File: src/sv/fmbq_pkg.sv
// shared types and constants for the front/middle/back queue
package fmbq_pkg;

  localparam int DEPTH = 16;
  localparam int IDX_W = $clog2(DEPTH);
  localparam int CNT_W = $clog2(DEPTH + 1);
  localparam int DATA_W = 32;
  localparam int FUNC_W = 3;
  localparam int OCC_W = 5;

  localparam logic signed [DATA_W-1:0] EMPTY_VALUE = -32'sd1;

  typedef enum logic [FUNC_W-1:0] {
    FUNC_PUSH_FRONT  = 3'd0,
    FUNC_PUSH_MIDDLE = 3'd1,
    FUNC_PUSH_BACK   = 3'd2,
    FUNC_POP_FRONT   = 3'd3,
    FUNC_POP_MIDDLE  = 3'd4,
    FUNC_POP_BACK    = 3'd5
  } fmbq_func_t;

  typedef struct packed {
    logic signed [DATA_W-1:0] pop_value;
    logic                     was_empty;
    logic                     was_full;
    logic [OCC_W-1:0]         occupancy;
  } fmbq_res_t;

endpackage

File: src/sv/fmbq_if.sv
// valid/ready channel interfaces for operation and result words
interface fmbq_in_if
  import fmbq_pkg::*;
();
  logic                     valid;
  logic                     ready;
  logic [FUNC_W-1:0]        func;
  logic signed [DATA_W-1:0] push_value;

  modport source (output valid, output func, output push_value, input ready);
  modport sink (input valid, input func, input push_value, output ready);
endinterface

interface fmbq_out_if
  import fmbq_pkg::*;
();
  logic                     valid;
  logic                     ready;
  logic signed [DATA_W-1:0] pop_value;
  logic                     was_empty;
  logic                     was_full;
  logic [OCC_W-1:0]         occupancy;

  modport source (output valid, output pop_value, output was_empty, output was_full,
                  output occupancy, input ready);
  modport sink (input valid, input pop_value, input was_empty, input was_full,
                input occupancy, output ready);
endinterface

File: src/sv/fmbq_store.sv
// queue storage: slot shift network, count and per-operation result
module fmbq_store
  import fmbq_pkg::*;
(
  input  logic                     clk,
  input  logic                     rst_n,
  input  logic                     op_en,
  input  logic [FUNC_W-1:0]        func,
  input  logic signed [DATA_W-1:0] push_value,
  output fmbq_res_t                res
);

  logic signed [DATA_W-1:0] slots_r [DEPTH];
  logic signed [DATA_W-1:0] slots_nxt [DEPTH];
  logic signed [DATA_W-1:0] up_val [DEPTH];
  logic signed [DATA_W-1:0] down_val [DEPTH];
  logic [CNT_W-1:0]         cnt_r;
  logic [CNT_W-1:0]         cnt_nxt;
  logic [CNT_W-1:0]         ins_pos;
  logic [CNT_W-1:0]         del_pos;
  logic                     is_push;
  logic                     is_pop;
  logic                     full;
  logic                     empty;
  logic                     do_push;
  logic                     do_pop;

  // neighbor values for shifting toward the back (push) or front (pop)
  for (genvar g = 0; g < DEPTH; g++) begin : g_nbr
    if (g == 0) begin : g_first
      assign up_val[g] = push_value;
    end else begin : g_rest
      assign up_val[g] = slots_r[g-1];
    end
    if (g == DEPTH - 1) begin : g_last
      assign down_val[g] = slots_r[g];
    end else begin : g_mid
      assign down_val[g] = slots_r[g+1];
    end
  end

  always_comb begin
    is_push = 1'b0;
    is_pop  = 1'b0;
    ins_pos = '0;
    del_pos = '0;
    unique case (func)
      FUNC_PUSH_FRONT: begin
        is_push = 1'b1;
      end
      FUNC_PUSH_MIDDLE: begin
        is_push = 1'b1;
        ins_pos = cnt_r >> 1;
      end
      FUNC_PUSH_BACK: begin
        is_push = 1'b1;
        ins_pos = cnt_r;
      end
      FUNC_POP_FRONT: begin
        is_pop = 1'b1;
      end
      FUNC_POP_MIDDLE: begin
        is_pop  = 1'b1;
        del_pos = (cnt_r - CNT_W'(1)) >> 1;
      end
      FUNC_POP_BACK: begin
        is_pop  = 1'b1;
        del_pos = cnt_r - CNT_W'(1);
      end
      default: begin
      end
    endcase
  end

  assign full    = (cnt_r == CNT_W'(DEPTH));
  assign empty   = (cnt_r == '0);
  assign do_push = op_en && is_push && !full;
  assign do_pop  = op_en && is_pop && !empty;

  always_comb begin
    for (int i = 0; i < DEPTH; i++) begin
      slots_nxt[i] = slots_r[i];
      if (do_push) begin
        if (CNT_W'(i) == ins_pos) begin
          slots_nxt[i] = push_value;
        end else if (CNT_W'(i) > ins_pos) begin
          slots_nxt[i] = up_val[i];
        end
      end else if (do_pop) begin
        if (CNT_W'(i) >= del_pos) begin
          slots_nxt[i] = down_val[i];
        end
      end
    end
  end

  always_comb begin
    cnt_nxt = cnt_r;
    if (do_push) begin
      cnt_nxt = cnt_r + CNT_W'(1);
    end else if (do_pop) begin
      cnt_nxt = cnt_r - CNT_W'(1);
    end
  end

  always_comb begin
    res.pop_value = '0;
    if (is_pop) begin
      res.pop_value = empty ? EMPTY_VALUE : slots_r[del_pos[IDX_W-1:0]];
    end
    res.was_empty = is_pop && empty;
    res.was_full  = is_push && full;
    res.occupancy = OCC_W'(cnt_nxt);
  end

  always_ff @(posedge clk) begin
    if (!rst_n) begin
      cnt_r <= '0;
    end else begin
      cnt_r <= cnt_nxt;
    end
  end

  always_ff @(posedge clk) begin
    slots_r <= slots_nxt;
  end

  a_cnt_bound: assert property (@(posedge clk) disable iff (!rst_n)
    cnt_r <= CNT_W'(DEPTH))
    else $error("queue count above depth");

  a_push_grows: assert property (@(posedge clk) disable iff (!rst_n)
    do_push |=> cnt_r == $past(cnt_r) + CNT_W'(1))
    else $error("push did not add one entry");

  a_pop_shrinks: assert property (@(posedge clk) disable iff (!rst_n)
    do_pop |=> cnt_r == $past(cnt_r) - CNT_W'(1))
    else $error("pop did not remove one entry");

  a_flags_excl: assert property (@(posedge clk) disable iff (!rst_n)
    op_en |-> !(res.was_empty && res.was_full))
    else $error("empty and full flags together");

  a_idle_hold: assert property (@(posedge clk) disable iff (!rst_n)
    !op_en |=> $stable(cnt_r))
    else $error("count moved without an operation");

endmodule

File: src/sv/front_middle_back_queue_top.sv
// front/middle/back queue top level: input register, queue store, result register
//
// An ordered queue of up to 16 signed 32-bit entries with push and pop at the
// front, the middle and the back. Every operation word gives exactly one result
// word, in order. The block sustains one operation per clock cycle: the shift
// network of the slot registers settles each operation in a single pass, so the
// only limit is the downstream ready. The result word of an accepted operation
// word passes through the input register and then the result register before it
// appears on the output. Pops on an empty queue return -1 with was_empty set;
// pushes into a full queue are dropped with was_full set.
module front_middle_back_queue_top
  import fmbq_pkg::*;
(
  input  logic        clk,
  input  logic        rst_n,
  fmbq_in_if.sink     in_ch,
  fmbq_out_if.source  out_ch
);

  logic                     in_vld_r;
  logic [FUNC_W-1:0]        in_func_r;
  logic signed [DATA_W-1:0] in_val_r;
  logic                     out_vld_r;
  fmbq_res_t                out_res_r;
  fmbq_res_t                res;
  logic                     advance;

  // the held word moves on when the result register is free or being drained
  assign advance      = in_vld_r && (!out_vld_r || out_ch.ready);
  assign in_ch.ready  = !in_vld_r || advance;

  fmbq_store u_store (
    .clk        (clk),
    .rst_n      (rst_n),
    .op_en      (advance),
    .func       (in_func_r),
    .push_value (in_val_r),
    .res        (res)
  );

  always_ff @(posedge clk) begin
    if (!rst_n) begin
      in_vld_r  <= 1'b0;
      out_vld_r <= 1'b0;
    end else begin
      if (in_ch.ready) begin
        in_vld_r <= in_ch.valid;
      end
      if (advance) begin
        out_vld_r <= 1'b1;
      end else if (out_ch.ready) begin
        out_vld_r <= 1'b0;
      end
    end
  end

  always_ff @(posedge clk) begin
    if (in_ch.ready && in_ch.valid) begin
      in_func_r <= in_ch.func;
      in_val_r  <= in_ch.push_value;
    end
    if (advance) begin
      out_res_r <= res;
    end
  end

  assign out_ch.valid     = out_vld_r;
  assign out_ch.pop_value = out_res_r.pop_value;
  assign out_ch.was_empty = out_res_r.was_empty;
  assign out_ch.was_full  = out_res_r.was_full;
  assign out_ch.occupancy = out_res_r.occupancy;

endmodule

File: src/flat_wrapper.sv
// flat-port wrapper written by rule: the top's interface ports become plain ports
module front_middle_back_queue_top_flat import fmbq_pkg::*;
  (clk, rst_n, in_ch_valid, in_ch_func, in_ch_push_value, in_ch_ready, out_ch_valid, out_ch_pop_value, out_ch_was_empty, out_ch_was_full, out_ch_occupancy, out_ch_ready);
  fmbq_in_if in_ch_i ();
  fmbq_out_if out_ch_i ();
  input  logic clk;
  input  logic rst_n;
  input wire logic [$bits(in_ch_i.valid)-1:0] in_ch_valid;
  input wire logic [$bits(in_ch_i.func)-1:0] in_ch_func;
  input wire logic [$bits(in_ch_i.push_value)-1:0] in_ch_push_value;
  output wire logic [$bits(in_ch_i.ready)-1:0] in_ch_ready;
  output wire logic [$bits(out_ch_i.valid)-1:0] out_ch_valid;
  output wire logic [$bits(out_ch_i.pop_value)-1:0] out_ch_pop_value;
  output wire logic [$bits(out_ch_i.was_empty)-1:0] out_ch_was_empty;
  output wire logic [$bits(out_ch_i.was_full)-1:0] out_ch_was_full;
  output wire logic [$bits(out_ch_i.occupancy)-1:0] out_ch_occupancy;
  input wire logic [$bits(out_ch_i.ready)-1:0] out_ch_ready;
  assign in_ch_i.valid = in_ch_valid;
  assign in_ch_i.func = in_ch_func;
  assign in_ch_i.push_value = in_ch_push_value;
  assign in_ch_ready = in_ch_i.ready;
  assign out_ch_valid = out_ch_i.valid;
  assign out_ch_pop_value = out_ch_i.pop_value;
  assign out_ch_was_empty = out_ch_i.was_empty;
  assign out_ch_was_full = out_ch_i.was_full;
  assign out_ch_occupancy = out_ch_i.occupancy;
  assign out_ch_i.ready = out_ch_ready;
  front_middle_back_queue_top u_core (.clk(clk), .rst_n(rst_n), .in_ch(in_ch_i), .out_ch(out_ch_i));
endmodule
File: config.mk
export PLATFORM = sky130hd
export DESIGN_NAME = front_middle_back_queue_top_flat
export DESIGN_NICKNAME = d
export VERILOG_FILES = /design/src/sv/fmbq_pkg.sv /design/src/sv/fmbq_if.sv /design/src/sv/fmbq_store.sv /design/src/sv/front_middle_back_queue_top.sv /design/src/flat_wrapper.sv
export SDC_FILE = /design/constraint.sdc
export NUM_CORES = 2
export LEC_CHECK = 0
export BUFFER_PORTS_ARGS = -buffer_cell sky130_fd_sc_hd__buf_2
export CAP_MARGIN = 40
export CORE_MARGIN = 2
export CORE_UTILIZATION = 30
export CTS_CLUSTER_SIZE = 20
export DETAILED_ROUTE_END_ITERATION = 10
export PLACE_DENSITY = 0.42
export SYNTH_ARGS = -nofsm -noshare
export SYNTH_HDL_FRONTEND = slang
export SYNTH_SLANG_ARGS = --single-unit
File: constraint.sdc
create_clock -name clk -period 20.2 [get_ports clk]
set_clock_uncertainty 0.2 [all_clocks]
set_input_delay 2.02 -clock clk [delete_from_list [all_inputs] [get_ports clk]]
set_output_delay 2.02 -clock clk [all_outputs]
set_load 0.1 [all_outputs]
==> summary.txt <==
Global routing
  – Initial antenna violation count: 3
  – Grt met3 use: 3.35%
  – Met2 usage: around 33%
  – First-pass GRT wire length: 170000 um
  – GR Layer Usage met1: a little over a quarter
  – GRT Resource Usage Total: 20.2%
  – Largest net degree at the start of global routing: about 280
  – Vias in the first global route: 24430
  – Residual overflow from global routing: 0
  – Grt peak-use layer: met2

Setup path
  – Largest stage delay, worst path: between 0.7 and 0.8 ns
  – Maximum fanout along the worst path: between 50 and 60
  – Crit-path cells: buf_2, nor2b_1, nor2_4, buf_4, nand3_4, nand2_1, nand2_1, nor3b_2, buf_4
  – R2R Path Start: u_core.out_ch.valid
  – R2R cell count: 8
  – Reg2reg end: u_core.u_store.slots_r[485]
  – Crit path from: out_ch_ready
  – Reg2reg setup slack: approximately 15 ns
  – Top delay family on crit path: simple AND/OR/NAND/NOR gates
  – Worst path required time: slightly above 20 ns
  – WP buf/inv: 3
  – Slowest CP cell: nor3b_2
  – Crit path launch type: input port
  – WS Path Type: in -> reg
  – Worst setup EP type: flop
  – WP data arrival: 5.85 ns

Run status
  – Status: completed

Synthesis
  – Top FF cell, synth: edfxtp_1
  – Synth warn: 0
  – Cell taking the most area after synthesis: edfxtp_1
  – Asr flop ratio synth: 0%
  – Post-synth EDFFs: approximately 590
  – Library cells used by synthesis: 60
  – Post-Synthesis Cells: a little over 3000
  – Yosys top cell area share: a little over half
  – Leading post-synthesis cells by cell area: edfxtp_1, mux2i_1, nand2_1
  – Sequential area share after synthesis: ~53%
  – #FFs+latches synth: a little under 600
  – Synth Cell Area: approximately 0.033 mm^2
  – Synthesized area per cell: ~11 um^2
  – Syn nets: between 3000 and 4000

Timing
  – Min cycle time layout: roughly 5.8 ns
  – Max Clk Rate: approximately 170 MHz
  – Setup violators final: 0
  – Slew Viols, Final: 0
  – Final Hold Fails: 0
  – Final Cycle Share: about 29%
  – Worst-margin pin slew: 1.22 ns
  – Rel. slew slack: around 18%
  – Unrepaired setup endpoints after global routing: no
  – Setup TNS: 0 ns

Min path
  – Hold_sp: u_core.in_vld_r
  – Hold Crit Endpoint: u_core.out_ch.valid
  – Hold Path Class: reg -> reg
  – Worst Hold Path Cells: 1

Clock network
  – Gates resized, CTS repair: 0
  – Reg clk slew, reported paths: ~0.06 ns
  – Clk sinks: 593
  – Clock Latency Late Sink: 0.65 ns
  – CTS tree: done
  – Root Buffer: clkbuf_16
  – CTS Buf Count: 74
  – H-tree levels: 3
  – Setup Fix Bufs, Post-CTS: 0
  – Clk buf depth: 3
  – # hold bufs at CTS: 0

Detailed routing
  – Vias: roughly 25000
  – DRT Pass-1 Iters: 5
  – DR vias/cell: between 5 and 6
  – Remaining antenna violation count: 0
  – # DRC: 0
  – DRT iter0 DRCs: ~2300
  – WL final: ~120000 um
  – WL/cell: 25.4 um

Placement
  – PortBufs: 79
  – Hpwl dp: 65800 um
  – Placer Congestion: approximately 0.78
  – Placed Cells incl. Taps: between 4000 and 5000

Layout
  – Syn-to-layout area delta: 13.0%
  – Share of cells above drive strength 1: 11.5%
  – Fin cells: 4603
  – Commonest cells after routing, fill and taps aside: nand2_1, edfxtp_1, mux2i_1
  – Nets: 3093
  – Commonest non-fill, non-tap cell in the layout: nand2_1

Power
  – Pwr Density: between 80 and 90 mW/mm^2
  – Worst vdd ir: about 0.057 mV
  – Leakage: approximately 14 nW

Floorplan
  – I/O Pins: 80
  – Height of the die: 338 um
  – Die width: approximately 340 um
  – Num rows: around 120
  – Die ar.: between 0.1 and 0.15 mm^2
  – Core box area: 0.111 mm^2
  – Initial Utilization: between 30% and 40%

Job
  – Max Cap Violations: 0
## cells in the mapped netlist, types with 2 or more instances
| master | count |
|---|---|
| nand2_1 | 699 |
| edfxtp_1 | 586 |
| mux2i_1 | 545 |
| o21ai_1 | 308 |
| o21ai_0 | 187 |
| clkbuf_1 | 144 |
| buf_2 | 114 |
| nand3_1 | 70 |
| a221oi_1 | 65 |
| mux2_2 | 54 |
| and3_1 | 36 |
| a31oi_1 | 35 |
| o2111a_1 | 33 |
| a22oi_1 | 32 |
| o2111ai_1 | 32 |
| nor2_1 | 21 |
| buf_1 | 16 |
| buf_4 | 15 |
| and2_1 | 11 |
| mux2_1 | 11 |
| a21oi_1 | 8 |
| dfxtp_1 | 7 |
| nand3b_1 | 7 |
| nor2b_1 | 6 |
| inv_1 | 5 |
| nand2b_1 | 5 |
| nor2_2 | 5 |
| nor3_1 | 5 |
| a211oi_1 | 4 |
| a21o_1 | 4 |
| o211ai_1 | 4 |
| o21a_1 | 4 |
| xnor2_1 | 4 |
| buf_6 | 3 |
| o22ai_1 | 3 |
| o31ai_1 | 3 |
| ha_1 | 2 |
| nor2_4 | 2 |
| o2bb2ai_1 | 2 |
| or2_2 | 2 |
## flip-flops by register name, indices dropped and copies added, names as in the netlist
name,count
u_core.u_store.down_val,480
u_core.in_val_r,32
u_core.out_ch.pop_value,32
u_core.u_store.slots_r,32
u_core.out_ch.occupancy,5
u_core.u_store.cnt_r,5
u_core.in_func_r,3
u_core.in_vld_r,1
u_core.out_ch.valid,1
u_core.out_ch.was_empty,1
u_core.out_ch.was_full,1
## where the power goes
part	total, mW	switching [mW]	internal, mW	leakage [nW]
clock	1.32	0.562	0.758	1.15
sequential	1.46	0.0514	1.41	5.44
combinational	0.356	0.250	0.105	7.50
total	3.14	0.864	2.28	14.1
## worst max path at each step
stage,cells after the start,slack [ns],end
floorplan,8,11.85,u_core.u_store.slots_r[480]
CTS,9,14.42,u_core.u_store.slots_r[485]
global route,9,14.23,u_core.u_store.slots_r[485]
global placement,9,13.89,u_core.u_store.slots_r[487]
finish,9,14.42,u_core.u_store.slots_r[485]
detailed placement,9,13.76,u_core.u_store.slots_r[491]
## layout make-up
cell class,count,area [um^2]
Inverter,6,22.5
Multi-Input combinational cell,2228,14700
Timing Repair Buffer,149,1170
Clock inverter,47,374
Sequential cell,593,17700
Fill cell,11087,72900
Clock buffer,91,1970
Tap cell,1488,1860
Antenna cell,1,2.50
## metrics by stage
| stage | setup WS [ns] | util [%] | instance area, um^2 | total power, mW | hold slack (ns) |
|---|---|---|---|---|---|
| after floorplan | 11.85 | - | 33500 | 1.71 | 0.284 |
| after global placement | 13.89 | 31.8 | 35200 | 1.83 | 0.301 |
| after detailed placement | 13.76 | 32.0 | 35500 | 1.84 | 0.310 |
| after CTS | 14.42 | 34.2 | 37800 | 3.18 | 0.323 |
| after global routing | 14.23 | 34.2 | 37800 | 3.26 | 0.354 |
| final | 14.42 | 34.2 | 37800 | 3.14 | 0.326 |
## logic make-up (layout without fill, tap and decap cells)
family / count (synthesis) / in the layout / share of synthesized area (%)
other: 0 / 1 / 0
muxes: 610 / 610 / 18.5
DFF: 593 / 593 / 53.0
buffers and inverters: 298 / 293 / 4.01
and+or+nand+nor: 878 / 878 / 10.9
adders and majority gates: 2 / 2 / 0.0748
xor gates and xnor gates: 4 / 4 / 0.105
AOI/OAI and AO/OA: 734 / 734 / 13.4
## routing by layer
layer / share of wire (%) / vias to the layer above
met1: 45 / 12507
met4: 2.5 / 0
met3: 5.9 / 167
met5: 0 / -
li1: - / 11471
met2: 47 / 827
Power figures use the tool's default switching activity.
